## src/gradient_colormap_table_unit_macros.svh

```systemverilog
// ----------------------------------------------------------------------------
// gradient colormap table assertion macros
// concurrent assertion helpers clocked on clk_i, quiet while rst_ni is low
// ----------------------------------------------------------------------------
`ifndef GRADIENT_COLORMAP_TABLE_UNIT_MACROS_SVH
`define GRADIENT_COLORMAP_TABLE_UNIT_MACROS_SVH
`ifndef ASSERT_OFF
// property must hold at every clock edge out of reset
`define GCT_ASSERT(name, prop, msg) \
  name: assert property (@(posedge clk_i) disable iff (!rst_ni) (prop)) \
    else $error(msg);
// condition must never be seen at a clock edge out of reset
`define GCT_ASSERT_NEVER(name, cond, msg) \
  name: assert property (@(posedge clk_i) disable iff (!rst_ni) !(cond)) \
    else $error(msg);
`else
`define GCT_ASSERT(name, prop, msg)
`define GCT_ASSERT_NEVER(name, cond, msg)
`endif
`endif

```

## src/gct_pkg.sv

```systemverilog
// ----------------------------------------------------------------------------
// gct_pkg
// shared types and constants of the gradient colormap table
// ----------------------------------------------------------------------------
package gct_pkg;

  // width of one color channel and of a packed rgb word
  localparam int unsigned CW   = 8;
  localparam int unsigned RGBW = 3 * CW;

  // divider iteration counter, one quotient bit per cycle
  localparam int unsigned CNTW = $clog2(CW);
  localparam logic [CNTW-1:0] ITER_LAST = CNTW'(CW - 1);

  localparam logic [RGBW-1:0] BLACK = '0;
  localparam logic [RGBW-1:0] WHITE = '1;

  typedef enum logic [1:0] {
    REQ_SET    = 2'd0,
    REQ_CLEAR  = 2'd1,
    REQ_BUILD  = 2'd2,
    REQ_LOOKUP = 2'd3
  } req_e;

endpackage

```

## src/gct_div.sv

```systemverilog
// ----------------------------------------------------------------------------
// gct_div
// restoring divider, one quotient bit per cycle; quotient known below 2**CW
// ----------------------------------------------------------------------------
`include "gradient_colormap_table_unit_macros.svh"

module gct_div #(
  parameter int unsigned PosW = 8
) (
  input  logic                        clk_i,
  input  logic                        rst_ni,
  input  logic                        start_i,
  input  logic [PosW+gct_pkg::CW-1:0] num_i,
  input  logic [PosW-1:0]             den_i,
  output logic                        done_o,
  output logic [gct_pkg::CW-1:0]      quot_o
);

  localparam int unsigned NW = PosW + gct_pkg::CW;

  logic                      run_q;
  logic                      done_q;
  logic [gct_pkg::CNTW-1:0]  cnt_q;
  logic [PosW-1:0]           rem_q;
  logic [PosW-1:0]           rem_d;
  logic [PosW-1:0]           den_q;
  logic [gct_pkg::CW-1:0]    shift_q;
  logic [PosW:0]             trial;
  logic [PosW:0]             diff;
  logic                      fits;

  // shift in the next dividend bit and try to subtract the divisor
  always_comb begin
    trial = {rem_q, shift_q[gct_pkg::CW-1]};
    diff  = trial - {1'b0, den_q};
    fits  = (trial >= {1'b0, den_q});
    rem_d = fits ? diff[PosW-1:0] : trial[PosW-1:0];
  end

  always_ff @(posedge clk_i or negedge rst_ni) begin
    if (!rst_ni) begin
      run_q  <= 1'b0;
      done_q <= 1'b0;
      cnt_q  <= '0;
    end else begin
      done_q <= run_q && (cnt_q == gct_pkg::ITER_LAST);
      if (start_i) begin
        run_q <= 1'b1;
        cnt_q <= '0;
      end else if (run_q) begin
        cnt_q <= cnt_q + 1'b1;
        if (cnt_q == gct_pkg::ITER_LAST) begin
          run_q <= 1'b0;
        end
      end
    end
  end

  // quotient bits replace dividend bits as they shift out
  always_ff @(posedge clk_i) begin
    if (start_i) begin
      rem_q   <= num_i[NW-1:gct_pkg::CW];
      shift_q <= num_i[gct_pkg::CW-1:0];
      den_q   <= den_i;
    end else if (run_q) begin
      rem_q   <= rem_d;
      shift_q <= {shift_q[gct_pkg::CW-2:0], fits};
    end
  end

  assign done_o = done_q;
  assign quot_o = shift_q;

  `GCT_ASSERT_NEVER(a_start_while_run, start_i && run_q, "divider restarted mid-run")

endmodule

```

## config.mk

```make
export PLATFORM = sky130hd
export DESIGN_NAME = gct_div
export DESIGN_NICKNAME = d
export VERILOG_FILES = /design/src/gct_pkg.sv /design/src/gct_div.sv
export VERILOG_INCLUDE_DIRS = /design/src /design/src/src
export SDC_FILE = /design/constraint.sdc
export NUM_CORES = 1
export LEC_CHECK = 0
export BUFFER_PORTS_ARGS = -buffer_cell sky130_fd_sc_hd__buf_4
export CORE_UTILIZATION = 49
export DETAILED_ROUTE_END_ITERATION = 7
export GPL_ROUTABILITY_DRIVEN = 0
export MAX_ROUTING_LAYER = met4
export PLACE_DENSITY = 0.76
export SLEW_MARGIN = 20
export SYNTH_ARGS = -nofsm -noshare
export SYNTH_HDL_FRONTEND = slang
export SYNTH_SLANG_ARGS = --single-unit
```

## constraint.sdc

```tcl
create_clock -name clk_i -period 1.9 [get_ports clk_i]
set_input_delay 0.285 -clock clk_i [delete_from_list [all_inputs] [get_ports clk_i]]
set_output_delay 0.285 -clock clk_i [all_outputs]
set_load 0.005 [all_outputs]
```

# ---- Word-level counts from Yosys, hierarchy flattened
# Cells that the tools add are included.
# Widths: inputs -> output; s select.
dict set report classes {
  eq_ne 1
  muxes 10
  n_reduce_logical 2
  order_cmp 1
  add_sub_neg 2
}
# op count
set op_table {}
lappend op_table {{$mux 8} 5}
lappend op_table {{$ge 9x8->1} 1}
lappend op_table {{$sub 8x8->8} 1}
lappend op_table {{$mux 3} 2}
lappend op_table {{$add 3x1->3 const B} 1}
lappend op_table {{$eq 3x3->1 const B} 1}
lappend op_table {{$mux 1} 3}
lappend op_table {{$reduce_bool 2->1} 1}
lappend op_table {{$logic_and 1x1->1} 1}
dict set report word_totals {
  elab_cells 22
  input_bits 27
  output_inout_bits 9
  register_bits 29
}

# ---- Depth between registers and ports, before layout
dict set report logic_depth {
  ltp_word 4
  ltp_mapped 8
}

# ---- Least setup slack after synthesis
# No wires, ideal clock.
dict set report synth_timing {
  path_type {flip-flop to flip-flop}
  start {register shift_q (netlist bit quot_o[7])}
  end {register rem_q[6] (data pin)}
  path_stages_with_launch 9
  synth_period_minus_slack_ps 2012
  t_arrival_ps 1871
  path_slack_ps -112
  t_required_ps 1760
  cell_sequence {edfxtp_1 inv_1 ha_1 fa_1 nand2b_1 a2111oi_0 a211oi_1 a21o_1 a2bb2oi_2}
}
dict set report synth_via {
  elab_chain_len 4
}
# item line
set synth_rtl {}
lappend synth_rtl {{start: declaration} gct_div.sv:27} ;# logic [gct_pkg::CW-1:0] shift_q;
lappend synth_rtl {{start signal: assignment} gct_div.sv:63} ;# shift_q <= num_i[gct_pkg::CW-1:0];
lappend synth_rtl {{start signal: assignment} gct_div.sv:67} ;# shift_q <= {shift_q[gct_pkg::CW-2:0], fits};
lappend synth_rtl {{$sub 8x8->8 / $ge 9x8->1 (equally long branches)} {gct_div.sv:35, gct_div.sv:36}}
lappend synth_rtl {{$mux 8 *} gct_div.sv:37} ;# rem_d = fits ? diff[PosW-1:0] : trial[PosW-1:0];
lappend synth_rtl {{$mux 8 *} gct_div.sv:65} ;# end else if (run_q) begin
lappend synth_rtl {{$mux 8 *} gct_div.sv:61} ;# if (start_i) begin
lappend synth_rtl {{end signal: assignment} gct_div.sv:62} ;# rem_q <= num_i[NW-1:gct_pkg::CW];
lappend synth_rtl {{end signal: assignment} gct_div.sv:66} ;# rem_q <= rem_d;
lappend synth_rtl {{end: declaration} gct_div.sv:24} ;# logic [PosW-1:0] rem_q;
# Every way passes the cells marked *; elsewhere a longest branch is shown, timed or not. The select of a mux whose other input is x is not followed.
# A chain may end at the register's enable or synchronous reset.

# ---- Final worst setup path
# Same ends and word-level chain as after synthesis.

==> results.yml <==
worst_hold_path:
  worstHoldPathType: "primary input to flip-flop"
  holdPathStages: 1
  holdPathEnd: "den_q[2]"
  min_from: "den_i[2]"
route:
  viasPerCell: 5.54
  antenna_left: 0
  drc: 0
  drt_iter0_drc: 68
  dr.pass1.iters: 4
  wire_per_inst_um: 16.9
  vias: 1458
  drt_wl_total_um: 4430
sta:
  rsz0062_at_grt: "true"
  holdWs_ns: 0.121
  clock_skew_ns: 0.00804
  layout_setup_ws_ns: -0.156
  finalSetupTns_ns: -0.849
  slew_violations: 0
  finalSetupViolCount: 9
  relSlewSlack_pct: 78.4
  worst_pin_slew_ns: 0.323
  fin_crit_ns: 2.06
  timing.fmax_mhz: 486
  fin_crit_sh_pct: 108
  hold_viol_final: 0
place:
  dp.cells: 244
  port_buffers: 35
  dp_hpwl_um: 2980
finish:
  diodes: 0
  final_nets: 255
  fill_cells: 234
  area_growth_pct: 46.8
  fin_cells: 263
  layout-drive-gt1-share_pct: 54.4
global_route:
  grt_pass1_wl_um: 6220
  grtUsageTotal_pct: 24.6
  grt_pass1_vias: 1338
  antenna_found_initial: 0
  grt_max_degree: 19
  overflow: 0
outcome:
  violations: "setup timing"
  outcome: "complete, but fails checks"
yosys:
  ys_warn_count: 0
  yosysSeqAreaShare_pct: 49.0
  synth_edf_count: 24
  synth_cell_types: 49
  syn_nets: 181
  syn_inst: 143
  synthArstFlopShare_pct: 17.2
  synth_seq_cells: 29
  mappedNetlistArea_um2: 1730
  syn-mean-instance-area_um2: 12.1
  synth_flop_cell: "edfxtp_1"
clock_tree:
  cts_root_buf: "clkbuf_4"
  cts_tree: "yes"
  clock-sinks: 29
  numCtsBuffers: 5
  ctsHtreeMaxLevel: 2
  clkLatencyLatePin_ns: 0.33
  clk_pin_slew_ns: 0.09
  cts_buffer_depth: 2
floorplan:
  start_util_pct: 51.3
  die_area_um2: 3770
  die_y_um: 61.4
  coreArea_um2: 3360
  chipWidth_um: 61.4
  ios: 36
  rows: 21
pwr:
  ir_drop_mv: 0.807
  power.density_nw_per_um2: 1300
  leakage_nw: 1.09
setup_path:
  cp.required_ns: 1.99
  cp.arrival_ns: 2.15
  critical_path_buf_inv_count: 1
  cp_max_fo: 3
  cp-end-kind: "flip-flop"
  crit_path_max_incr_delay_ns: 0.37
  worst_setup_path_start_kind: "flip-flop"
  cp_slowest_cell: "edfxtp_1"
  reg2reg_from: "quot_o[7]"
  reg2reg_depth: 8
  path_common_cell: "a21o_1"
  r2r_end: "rem_q[6]"
  cp_cell_sequence: "inv_2 > ha_2 > fa_2 > nand2b_4 > a21o_1 > a211oi_2 > a21o_1 > a2bb2oi_2"
  regToRegSetupSlack_ns: -0.16
  crit_start: "quot_o[7]"
  timing.setup.critical_path_class: "flip-flop to flip-flop"
  critPathTopFamily: "compound AO/OA/AOI/OAI gates"
flow_run:
  cap_violations: 0
where the power goes:
| group | internal, W | switching, W |
|---|---|---|
| sequential | 0.000856 | 0.000111 |
| clock | 0.000134 | 0.000215 |
| combinational | 0.00103 | 0.000943 |
| total | 0.00202 | 0.00127 |
per-stage QoR:
step           utilization, %  total power, W  setup WS (ns)  cell area [um2]
2_1_floorplan               -         0.00191        -0.0271             1790
3_3_place_gp             67.8         0.00245         -0.216             2280
3_5_place_dp             67.8         0.00251         -0.311             2280
4_1_cts                  72.5         0.00303         -0.139             2440
5_1_grt                  75.4         0.00344         -0.187             2530
6_report                 75.4         0.00329         -0.156             2530
synth_stat cells, types with 4 or more instances:
| library cell | instances | area (um2) |
|---|---|---|
| nand3_1 | 4 | 20.0 |
| nand2_1 | 5 | 18.8 |
| inv_1 | 11 | 41.3 |
| edfxtp_1 | 24 | 721 |
| a21o_1 | 4 | 30.0 |
| nand2b_1 | 6 | 37.5 |
| mux2_2 | 7 | 78.8 |
| dfrtp_1 | 5 | 125 |
| ha_1 | 10 | 125 |
| nor2_1 | 9 | 33.8 |
layout by cell type (no fill, tap or decap), types with 2 or more instances in the layout:
| cell | instances |
|---|---|
| nor3_2 | 2 |
| a21oi_2 | 2 |
| nand4_1 | 2 |
| buf_6 | 2 |
| o31a_1 | 2 |
| buf_4 | 67 |
| a21oi_1 | 2 |
| inv_1 | 10 |
| edfxtp_1 | 24 |
| nand3b_1 | 3 |
| ha_1 | 5 |
| dfrtp_1 | 5 |
| ha_4 | 4 |
| o311ai_2 | 2 |
| nand2b_1 | 5 |
| mux2_2 | 7 |
| a211oi_2 | 2 |
| nor2_1 | 8 |
| and2_1 | 3 |
| nand3_1 | 3 |
| mux2i_1 | 2 |
| o21ai_0 | 2 |
| clkbuf_4 | 5 |
| clkinv_1 | 2 |
| nand2_1 | 4 |
| a21o_1 | 4 |
| xor2_1 | 2 |
timing repair:
item / in CTS / in global routing
hold buffers: 1 / 0
hold endpoints to repair: 5 / 0
pin swaps: 5 / 12
setup buffers: 7 / 4
resized for setup: 13 / 12
cloned: 0 / 1
setup endpoints to repair: 9 / 9
per-layer routing:
layer	global-route usage (%)	vias up	part of all wire (%)
met5	-	-	0
met4	8.57	0	1.7
met3	5.04	8	3.9
met2	40.2	45	52
met1	30.5	713	43
li1	-	692	-
how the worst max path moves through the flow:
stage | to | slack (ns) | cells past startpoint
global placement | rem_q[6] | -0.22 | 8
detailed placement | rem_q[6] | -0.31 | 8
floorplan | rem_q[6] | -0.03 | 8
CTS | rem_q[6] | -0.14 | 7
global route | rem_q[6] | -0.19 | 8
finish | rem_q[6] | -0.16 | 8
sequential cells by signal, indices dropped and copies added (netlist names):
signal	flops
den_q	8
quot_o	8
rem_q	8
cnt_q	3
done_o	1
run_q	1
cell type report:
type	instances	area, um2	share of cell area, %
Clock buffer	6	41.3	1.63
Clock inverter	1	3.75	0.148
Inverter	12	45.0	1.78
Multi-Input combinational cell	98	986	38.9
Sequential cell	29	846	33.4
Tap cell	46	57.6	2.27
Timing Repair Buffer	71	556	21.9
kinds of logic (layout without fill, tap and decap cells):
kind of cell | count (synthesis) | count (layout) | synth area share [%]
AO/OA/AOI/OAI | 33 | 34 | 16.8
XOR/XNOR | 4 | 4 | 2.03
adder cells (fa/ha/maj) | 11 | 11 | 8.41
buffers and inverters | 17 | 90 | 4.42
flip-flops | 29 | 29 | 49.0
multiplexers | 9 | 9 | 5.72
AND/OR/NAND/NOR | 40 | 40 | 13.6
Note: power is estimated with default switching activity, not from simulation.
